## config.mk

```make
export PLATFORM = sky130hd
export DESIGN_NAME = min_max_range_normalizer_core
export DESIGN_NICKNAME = d
export VERILOG_FILES = /design/src/hdl/mmrn_pkg.sv /design/src/hdl/min_max_range_normalizer_core.sv /design/src/hdl/mmrn_ctrl.sv /design/src/hdl/mmrn_datapath.sv
export VERILOG_INCLUDE_DIRS = /design/src /design/src/hdl
export SDC_FILE = /design/constraint.sdc
export NUM_CORES = 2
export LEC_CHECK = 0
export BUFFER_PORTS_ARGS = -buffer_cell sky130_fd_sc_hd__buf_2
export CAP_MARGIN = 20
export CORE_MARGIN = 2
export CORE_UTILIZATION = 55
export CTS_CLUSTER_SIZE = 28
export DETAILED_ROUTE_END_ITERATION = 7
export PLACE_DENSITY = 0.72
export SLEW_MARGIN = 10
export SYNTH_ARGS = -nofsm -noshare
export SYNTH_HDL_FRONTEND = slang
export SYNTH_SLANG_ARGS = --single-unit
```

## constraint.sdc

```tcl
create_clock -name clk -period 15.9 [get_ports clk]
set_input_delay 0 -clock clk [delete_from_list [all_inputs] [get_ports clk]]
set_output_delay 0 -clock clk [all_outputs]
set_load 0.05 [all_outputs]
```

## src/hdl/min_max_range_normalizer_core_assert.svh

```systemverilog
// Assertion macros shared by the min-max range normaliser modules.
// Each macro expects signals named clk and rst in the module that uses it.
`ifndef MIN_MAX_RANGE_NORMALIZER_CORE_ASSERT_SVH
`define MIN_MAX_RANGE_NORMALIZER_CORE_ASSERT_SVH

// The consequent must hold in the same cycle as the antecedent.
`define MMRN_ASSERT_NOW(label, ante, cons) \
  label: assert property (@(posedge clk) disable iff (rst) (ante) |-> (cons)) \
    else $error("mmrn assertion failed");

// The consequent must hold in the cycle after the antecedent.
`define MMRN_ASSERT_NEXT(label, ante, cons) \
  label: assert property (@(posedge clk) disable iff (rst) (ante) |=> (cons)) \
    else $error("mmrn assertion failed");

`endif

```

## src/hdl/mmrn_pkg.sv

```systemverilog
// Shared types, constants and helper functions for the min-max range normaliser.
// No dependencies.
package mmrn_pkg;

  localparam int FRAC_W    = 16;
  localparam int SPAN2_W   = 9;
  localparam int QUO_W     = FRAC_W + SPAN2_W;
  localparam int DIV_STEPS = QUO_W;
  localparam int CNT_W     = $clog2(DIV_STEPS);
  localparam int PROD_W    = 32 + SPAN2_W;

  localparam logic [1:0] REG_RAW_FORMAT   = 2'd0;
  localparam logic [1:0] REG_TARGET_LEVEL = 2'd1;
  localparam logic [1:0] REG_HALF_SPAN    = 2'd2;

  localparam logic [1:0] FMT_8BIT  = 2'd0;
  localparam logic [1:0] FMT_10BIT = 2'd1;
  localparam logic [1:0] FMT_12BIT = 2'd2;
  localparam logic [1:0] FMT_16BIT = 2'd3;

  localparam logic MODE_GATHER    = 1'b0;
  localparam logic MODE_NORMALIZE = 1'b1;

  typedef struct packed {
    logic        mode;
    logic        first;
    logic [31:0] sample;
  } req_t;

  typedef struct packed {
    logic signed [33:0] value;
    logic               degenerate;
    logic               saturated;
  } res_t;

  typedef enum logic [2:0] {
    ST_IDLE,
    ST_PREP,
    ST_MUL,
    ST_DIV,
    ST_FIN
  } state_t;

  typedef struct packed {
    logic accept;
    logic prep;
    logic mul;
    logic div_step;
    logic fin;
  } cmd_t;

  typedef struct packed {
    logic req_norm;
    logic skip_div;
    logic out_free;
  } stat_t;

  function automatic logic [15:0] top_code(input logic [1:0] fmt);
    logic [15:0] code;
    case (fmt)
      FMT_8BIT:  code = 16'd255;
      FMT_10BIT: code = 16'd1023;
      FMT_12BIT: code = 16'd4095;
      FMT_16BIT: code = 16'd65535;
      default:   code = 16'd65535;
    endcase
    return code;
  endfunction

endpackage

```

## src/hdl/min_max_range_normalizer_core.sv

```systemverilog
// Top level of the min-max range normaliser: controller and datapath.
// Depends on mmrn_pkg, mmrn_ctrl and mmrn_datapath.
//
// A gather sample updates the running maximum and minimum and is taken without
// leaving the idle state, producing no result. A normalise sample passes through
// the prepare, multiply and finish states when the result is degenerate or lies
// outside the band, and through the divide state as well otherwise, where the
// radix-2 shift-subtract divider resolves one of 25 quotient bits per cycle.
// The result sits in an output register, so a new sample is taken while the
// previous result still awaits transfer. Configuration registers:
// 0 raw format, 1 target level, 2 half span; write them only while idle.
module min_max_range_normalizer_core (
  input  logic           clk,
  input  logic           rst,
  input  logic           cfg_we,
  input  logic [1:0]     cfg_index,
  input  logic [15:0]    cfg_data,
  input  logic           req_valid,
  output logic           req_stall,
  input  mmrn_pkg::req_t req,
  output logic           res_valid,
  input  logic           res_stall,
  output mmrn_pkg::res_t res
);

  mmrn_pkg::cmd_t  cmd;
  mmrn_pkg::stat_t stat;

  mmrn_ctrl u_ctrl (
    .clk       (clk),
    .rst       (rst),
    .req_valid (req_valid),
    .req_stall (req_stall),
    .stat      (stat),
    .cmd       (cmd)
  );

  mmrn_datapath u_datapath (
    .clk       (clk),
    .rst       (rst),
    .cfg_we    (cfg_we),
    .cfg_index (cfg_index),
    .cfg_data  (cfg_data),
    .req       (req),
    .res       (res),
    .res_valid (res_valid),
    .res_stall (res_stall),
    .cmd       (cmd),
    .stat      (stat)
  );

endmodule

```

## src/hdl/mmrn_ctrl.sv

```systemverilog
// Sequencing state machine for the min-max range normaliser.
// Depends on mmrn_pkg and the shared assertion header.
`include "min_max_range_normalizer_core_assert.svh"

module mmrn_ctrl (
  input  logic            clk,
  input  logic            rst,
  input  logic            req_valid,
  output logic            req_stall,
  input  mmrn_pkg::stat_t stat,
  output mmrn_pkg::cmd_t  cmd
);

  mmrn_pkg::state_t               state, state_next;
  logic [mmrn_pkg::CNT_W-1:0]     count, count_next;

  always_ff @(posedge clk) begin
    if (rst) begin
      state <= mmrn_pkg::ST_IDLE;
      count <= '0;
    end else begin
      state <= state_next;
      count <= count_next;
    end
  end

  always_comb begin
    state_next = state;
    count_next = count;
    cmd        = '0;
    req_stall  = 1'b1;
    case (state)
      mmrn_pkg::ST_IDLE: begin
        req_stall = 1'b0;
        if (req_valid) begin
          cmd.accept = 1'b1;
          if (stat.req_norm) begin
            state_next = mmrn_pkg::ST_PREP;
          end
        end
      end
      mmrn_pkg::ST_PREP: begin
        cmd.prep   = 1'b1;
        state_next = mmrn_pkg::ST_MUL;
      end
      mmrn_pkg::ST_MUL: begin
        cmd.mul    = 1'b1;
        count_next = '0;
        state_next = stat.skip_div ? mmrn_pkg::ST_FIN : mmrn_pkg::ST_DIV;
      end
      mmrn_pkg::ST_DIV: begin
        cmd.div_step = 1'b1;
        if (count == mmrn_pkg::CNT_W'(mmrn_pkg::DIV_STEPS - 1)) begin
          count_next = '0;
          state_next = mmrn_pkg::ST_FIN;
        end else begin
          count_next = count + 1'b1;
        end
      end
      mmrn_pkg::ST_FIN: begin
        if (stat.out_free) begin
          cmd.fin    = 1'b1;
          state_next = mmrn_pkg::ST_IDLE;
        end
      end
      default: begin
        state_next = mmrn_pkg::ST_IDLE;
      end
    endcase
  end

  `MMRN_ASSERT_NOW(a_div_count_range, state == mmrn_pkg::ST_DIV,
                   count < mmrn_pkg::CNT_W'(mmrn_pkg::DIV_STEPS))
  `MMRN_ASSERT_NEXT(a_div_ends_in_fin,
                    state == mmrn_pkg::ST_DIV &&
                    count == mmrn_pkg::CNT_W'(mmrn_pkg::DIV_STEPS - 1),
                    state == mmrn_pkg::ST_FIN)
  `MMRN_ASSERT_NEXT(a_fin_returns_idle, state == mmrn_pkg::ST_FIN && stat.out_free,
                    state == mmrn_pkg::ST_IDLE)
  `MMRN_ASSERT_NEXT(a_gather_stays_idle, cmd.accept && !stat.req_norm,
                    state == mmrn_pkg::ST_IDLE)

endmodule

```

## src/hdl/mmrn_datapath.sv

```systemverilog
// Datapath of the min-max range normaliser: configuration, running statistics,
// range subtraction, span multiply, shift-subtract divider and result register.
// Depends on mmrn_pkg and the shared assertion header.
`include "min_max_range_normalizer_core_assert.svh"

module mmrn_datapath (
  input  logic            clk,
  input  logic            rst,
  input  logic            cfg_we,
  input  logic [1:0]      cfg_index,
  input  logic [15:0]     cfg_data,
  input  mmrn_pkg::req_t  req,
  output mmrn_pkg::res_t  res,
  output logic            res_valid,
  input  logic            res_stall,
  input  mmrn_pkg::cmd_t  cmd,
  output mmrn_pkg::stat_t stat
);

  logic [1:0]  raw_format;
  logic [15:0] target_level;
  logic [7:0]  half_span;
  logic [31:0] running_max;
  logic [31:0] running_min;
  logic [31:0] sample;

  logic [31:0] dmag;
  logic [31:0] nmag;
  logic        diff_neg;
  logic        den_neg;
  logic        deg;
  logic        out_band;
  logic        neg;
  logic [31:0] rem;
  logic [mmrn_pkg::QUO_W-1:0] quo;
  mmrn_pkg::res_t out_reg;
  logic           out_valid;

  logic [31:0] base_max, base_min;
  logic [15:0] top;
  logic [31:0] max_c;
  logic [32:0] diff, den, diff_inv, den_inv;
  logic [mmrn_pkg::SPAN2_W-1:0] span2;
  logic [31:0]                  mul_a;
  logic [mmrn_pkg::PROD_W-1:0]  product;
  logic        out_band_now;
  logic        sat_hi;
  logic [32:0] trial;
  logic        trial_ge;
  logic [16:0] lo_whole, hi_whole;
  logic [33:0] lo_q, hi_q, sum_q;
  mmrn_pkg::res_t res_next;

  always_ff @(posedge clk) begin
    if (rst) begin
      raw_format   <= mmrn_pkg::FMT_8BIT;
      target_level <= '0;
      half_span    <= 8'd2;
    end else if (cfg_we) begin
      case (cfg_index)
        mmrn_pkg::REG_RAW_FORMAT:   raw_format   <= cfg_data[1:0];
        mmrn_pkg::REG_TARGET_LEVEL: target_level <= cfg_data;
        mmrn_pkg::REG_HALF_SPAN:    half_span    <= cfg_data[7:0];
        default: begin
        end
      endcase
    end
  end

  assign base_max = req.first ? '0 : running_max;
  assign base_min = req.first ? '1 : running_min;

  always_ff @(posedge clk) begin
    if (rst) begin
      running_max <= '0;
      running_min <= '1;
    end else if (cmd.accept && req.mode == mmrn_pkg::MODE_GATHER) begin
      running_max <= (req.sample > base_max) ? req.sample : base_max;
      running_min <= (req.sample < base_min) ? req.sample : base_min;
    end
  end

  always_ff @(posedge clk) begin
    if (cmd.accept) begin
      sample <= req.sample;
    end
  end

  assign top      = mmrn_pkg::top_code(raw_format);
  assign max_c    = (running_max[31:16] > top) ? {top, 16'h0000} : running_max;
  assign diff     = {1'b0, sample} - {1'b0, running_min};
  assign den      = {1'b0, max_c} - {1'b0, running_min};
  assign diff_inv = 33'd0 - diff;
  assign den_inv  = 33'd0 - den;

  always_ff @(posedge clk) begin
    if (cmd.prep) begin
      dmag     <= diff[32] ? diff_inv[31:0] : diff[31:0];
      nmag     <= den[32] ? den_inv[31:0] : den[31:0];
      diff_neg <= diff[32];
      den_neg  <= den[32];
      deg      <= (max_c == running_min);
    end
  end

  assign span2        = {half_span, 1'b0};
  assign mul_a        = cmd.mul ? dmag : rem;
  assign product      = mmrn_pkg::PROD_W'(mul_a) * mmrn_pkg::PROD_W'(span2);
  assign out_band_now = (dmag > nmag) && (half_span != 8'd0);
  assign sat_hi       = (product[mmrn_pkg::PROD_W-1:mmrn_pkg::FRAC_W] != '0) ||
                        ({product[mmrn_pkg::FRAC_W-1:0], mmrn_pkg::FRAC_W'(0)} >= nmag);

  assign trial    = {rem, quo[mmrn_pkg::QUO_W-1]};
  assign trial_ge = (trial >= {1'b0, nmag});

  // Beyond the band the excess over the range is kept, so that the final step can
  // tell a clipped result from one that lands exactly on the upper edge.
  always_ff @(posedge clk) begin
    if (cmd.mul) begin
      out_band <= out_band_now;
      neg      <= diff_neg ^ den_neg;
      rem      <= out_band_now ? (dmag - nmag) :
                  product[mmrn_pkg::PROD_W-1:mmrn_pkg::SPAN2_W];
      quo      <= {product[mmrn_pkg::SPAN2_W-1:0], mmrn_pkg::FRAC_W'(0)};
    end else if (cmd.div_step) begin
      rem <= trial_ge ? 32'(trial - {1'b0, nmag}) : trial[31:0];
      quo <= {quo[mmrn_pkg::QUO_W-2:0], trial_ge};
    end
  end

  assign lo_whole = {1'b0, target_level} - {9'b0, half_span};
  assign hi_whole = {1'b0, target_level} + {9'b0, half_span};
  assign lo_q     = {lo_whole[16], lo_whole, 16'h0000};
  assign hi_q     = {1'b0, hi_whole, 16'h0000};
  assign sum_q    = lo_q + 34'(quo);

  always_comb begin
    res_next = '0;
    if (deg) begin
      res_next.value      = lo_q;
      res_next.degenerate = 1'b1;
    end else if (out_band) begin
      res_next.value     = neg ? lo_q : hi_q;
      res_next.saturated = neg || sat_hi;
    end else if (neg && quo != '0) begin
      res_next.value     = lo_q;
      res_next.saturated = 1'b1;
    end else begin
      res_next.value = sum_q;
    end
  end

  always_ff @(posedge clk) begin
    if (rst) begin
      out_valid <= 1'b0;
    end else if (cmd.fin) begin
      out_valid <= 1'b1;
    end else if (!res_stall) begin
      out_valid <= 1'b0;
    end
  end

  always_ff @(posedge clk) begin
    if (cmd.fin) begin
      out_reg <= res_next;
    end
  end

  assign res       = out_reg;
  assign res_valid = out_valid;

  assign stat.req_norm = (req.mode == mmrn_pkg::MODE_NORMALIZE);
  assign stat.skip_div = deg || out_band_now;
  assign stat.out_free = !out_valid || !res_stall;

  `MMRN_ASSERT_NOW(a_degenerate_not_saturated, out_valid && out_reg.degenerate,
                   !out_reg.saturated)
  `MMRN_ASSERT_NOW(a_fin_only_when_free, cmd.fin, !out_valid || !res_stall)
  `MMRN_ASSERT_NOW(a_remainder_below_divisor, cmd.div_step, rem < nmag)

endmodule
```

==> reports/metrics.cfg <==
[synthesis]
yosys.area_share.simple_pct=19.22
ys_seq_area_share_pct=24.01
synthFlopType=edfxtp_1
synth.net_count=4256
synth_xor_area_share_pct=5.755
netlist_instances=3709
yosysWarnings=0
synth_edf_count=177
ys_ff_latch=293
synth_compound_area_share_pct=18.47
async_flop_share_pct=0
synth_top_family_by_area=adder cells
muxShareOfSynthArea_pct=3.072
synth_area_per_cell_um2=8.576
yosys.area_share.adder_pct=23.69
ys_types=101
synth_area_um2=31810

[global_route]
grt_pass1_wl_um=143500
gr-usage-met1_pct=40.58
grt_pass1_vias=26448
grt.total_usage_pct=30.10
grt_max_degree=69
grt_busiest_layer=met2
overflow=0
use_met2_pct=49.37
met3_usage_pct=3.676
antenna_found_initial=0

[clock_network]
cts_buffers=36
cts_sinks=293
cts_htree_levels=2
clk_latency_ns=0.59
cts_setup_buffers=0
post_cts_resized=0
clkTransAtPathRegs_ns=0.06
cts_buffer_depth=3
clock-root-buffer=clkbuf_16
cts_tree=done

[worst_setup_path]
slowest_delay_ns=0.67
crit_top_cell=fa_1
path_depth=30
crit_path_top_delay_cell=mux2i_1
required_ns=16.19
cp.buffers_inverters=7
r2r_cells=30
crit_arrival_ns=9.49
cp_max_fo=57
worstSetupEndpointType=flip-flop
critPathKind=reg -> reg
cp-start-kind=flip-flop
cp_top_family=adder cells

[sta]
final-hold-violation-count=0
max_freq_ghz=0.1086
fin_crit_sh_pct=57.89
tightest_slew_ns=1.128
slew_headroom_pct=22.68
timing.final.crit_period_ns=9.204
tns_ns=0
fin_skew_ns=0.03256
setup_viol=0
grt_setup_unrepaired=false
maxSlewViolCount=0

[die]
die_area_um2=59770
die_h_um=244.5
rows=88
design.core.area_um2=57480
fp.dieW_um=244.5
start_util_pct=55.34
ioPinCount=95

[power_and_ir_drop]
p_sw_mw=1.012
switching_share_pct=36.28
intPower_mw=1.778
p_leak_nw=15.98
peakVddDrop_mv=0.09010
p_per_area_nw_per_um2=79.96
power_mw=2.790
seqPwrFrac_pct=31.9
p_comb_share_pct=36.5
clkPwrFrac_pct=31.6

[finish]
nNetsFinal=4345
drive_gt1_share_pct=7.005
fin_area_um2=34900
final_util_pct=60.72
syn2layout_area_growth_pct=9.716
n_antenna_cell=0

[run_status]
outcome=finished, final reports clean

[route]
ant_nets=0
first_iter_violations=2261
vias=27460
finalWirelength_um=90090
drc_errors=0
drt-wirelength-per-cell_um=19.62
viasPerCell=5.981
dr.pass1.iters=5

[placed_design]
placed_cell_area_um2=33040
io_buffers=94
place.gp.congestion=0.9783
hpwl_um=70000

[flow_run]
maxCapViolations=0

[min_path]
whs_path_depth=6
min_path_type=in -> reg

-- metal layers --
layer  wire, µm  part of all wire [%]
met1      38850                    43
met2      41530                    46
met3       5999                   6.7
met4       3709                   4.1
met5          0                     0
-- power by group through the flow --
stage | clock [mW] | combinational, mW | sequential [mW]
after floorplan | 0 | 0.737 | 0.894
after global placement | 0 | 0.974 | 0.904
after detailed placement | 0 | 0.985 | 0.904
after CTS | 0.896 | 1.00 | 0.888
after global routing | 0.921 | 1.13 | 0.892
final | 0.881 | 1.02 | 0.890
-- cells by family (layout without fill, tap and decap cells) --
group	count (synthesis)	count (layout)
and+or+nand+nor	1269	1269
AOI/OAI and AO/OA	864	864
adders and majority gates	490	490
buffers and inverters	487	604
DFF	293	293
xor gates and xnor gates	209	209
muxes	97	97
-- worst paths after layout --
path                      start                         end  slack [ns]
max             u_ctrl.state[0]           u_datapath.res[0]        6.70
min reg2reg  u_datapath.quo[14]          u_datapath.quo[14]        0.47
max reg2reg     u_ctrl.state[0]           u_datapath.res[0]        6.70
min                      cfg_we  u_datapath.target_level[0]        0.06
-- metrics by stage --
step / instances / hold slack (ns) / setup WS [ns]
finish: 4591 / 0.06449 / 6.696
global route: 4591 / 0.09605 / 6.191
CTS: 4591 / 0.02918 / 6.817
detailed placement: 4466 / 0.2517 / 6.846
global placement: 4465 / 0.2443 / 6.955
floorplan: 3709 / 0.09887 / 8.052
-- layout make-up --
type                            count  area (µm²)
Sequential cell                   293        7637
Clock buffer                       45       997.2
Tap cell                          765       957.2
Multi-Input combinational cell   2929       22380
Timing Repair Buffer              191        1346
Clock inverter                     21       274.0
Inverter                          347        1303
Fill cell                        5106       22580
-- layout by cell type (no fill, tap or decap), drive strengths merged, types with 92 or more instances in the layout --
| cell type | n |
|---|---|
| edfxtp | 177 |
| ha | 303 |
| buf | 132 |
| nand2 | 330 |
| nor2 | 409 |
| dfxtp | 116 |
| o21ai | 143 |
| inv | 342 |
| a21oi | 233 |
| fa | 187 |
| a21o | 120 |
| nand2b | 125 |
| mux2i | 92 |
| xnor2 | 145 |
-- worst register-to-register path, delay by kind of cell (launching register included) --
kind / cells / cell delay [ns]
DFF: 1 / 0.30
muxes: 1 / 0.71
buffers and inverters: 7 / 1.43
AOI/OAI and AO/OA: 8 / 1.71
xor gates and xnor gates: 1 / 0.20
and+or+nand+nor: 7 / 1.88
adders and majority gates: 6 / 2.73
-- timing repair --
action                                  in CTS  in global routing
hold endpoints to repair                   125                  0
endpoints found under the setup margin       0                  0
hold buffers                                59                  0
-- registers in the layout, summed over array words and instances, names as in the netlist, 5 cells and up --
signal                   count
u_ctrl.count                 5
u_datapath.dmag             32
u_datapath.half_span         8
u_datapath.nmag             32
u_datapath.quo              25
u_datapath.rem              32
u_datapath.res              36
u_datapath.running_max      32
u_datapath.running_min      32
u_datapath.sample           32
u_datapath.target_level     16
-- Yosys cell counts (10+ instances only) --
cell | count | area [µm²]
nand2_1 | 330 | 1239
o211ai_1 | 19 | 142.6
buf_1 | 17 | 63.81
and3_1 | 20 | 125.1
xor2_1 | 64 | 560.5
nor4_1 | 20 | 125.1
o21ai_0 | 138 | 690.7
a22oi_1 | 10 | 75.07
a221oi_1 | 15 | 131.4
nand2b_1 | 125 | 782.0
a21oi_1 | 231 | 1156
mux2i_1 | 92 | 920.9
ha_1 | 303 | 3791
o21bai_1 | 27 | 202.7
inv_1 | 338 | 1269
a21boi_0 | 10 | 75.07
a21o_1 | 120 | 900.9
or3_1 | 19 | 118.9
o31ai_1 | 15 | 112.6
nand4_1 | 40 | 250.2
or2_2 | 25 | 156.4
xnor2_1 | 145 | 1270
nor3_1 | 42 | 210.2
nor2b_1 | 69 | 431.7
o21a_1 | 36 | 270.3
nand3_1 | 76 | 380.4
dfxtp_1 | 116 | 2322
fa_1 | 187 | 3744
o32a_1 | 33 | 330.3
nor2_1 | 408 | 1531
a31oi_1 | 49 | 306.5
clkbuf_1 | 116 | 435.4
a211oi_1 | 38 | 285.3
edfxtp_1 | 177 | 5315
and2_1 | 41 | 256.5
Note: power is estimated with default switching activity, not from simulation.
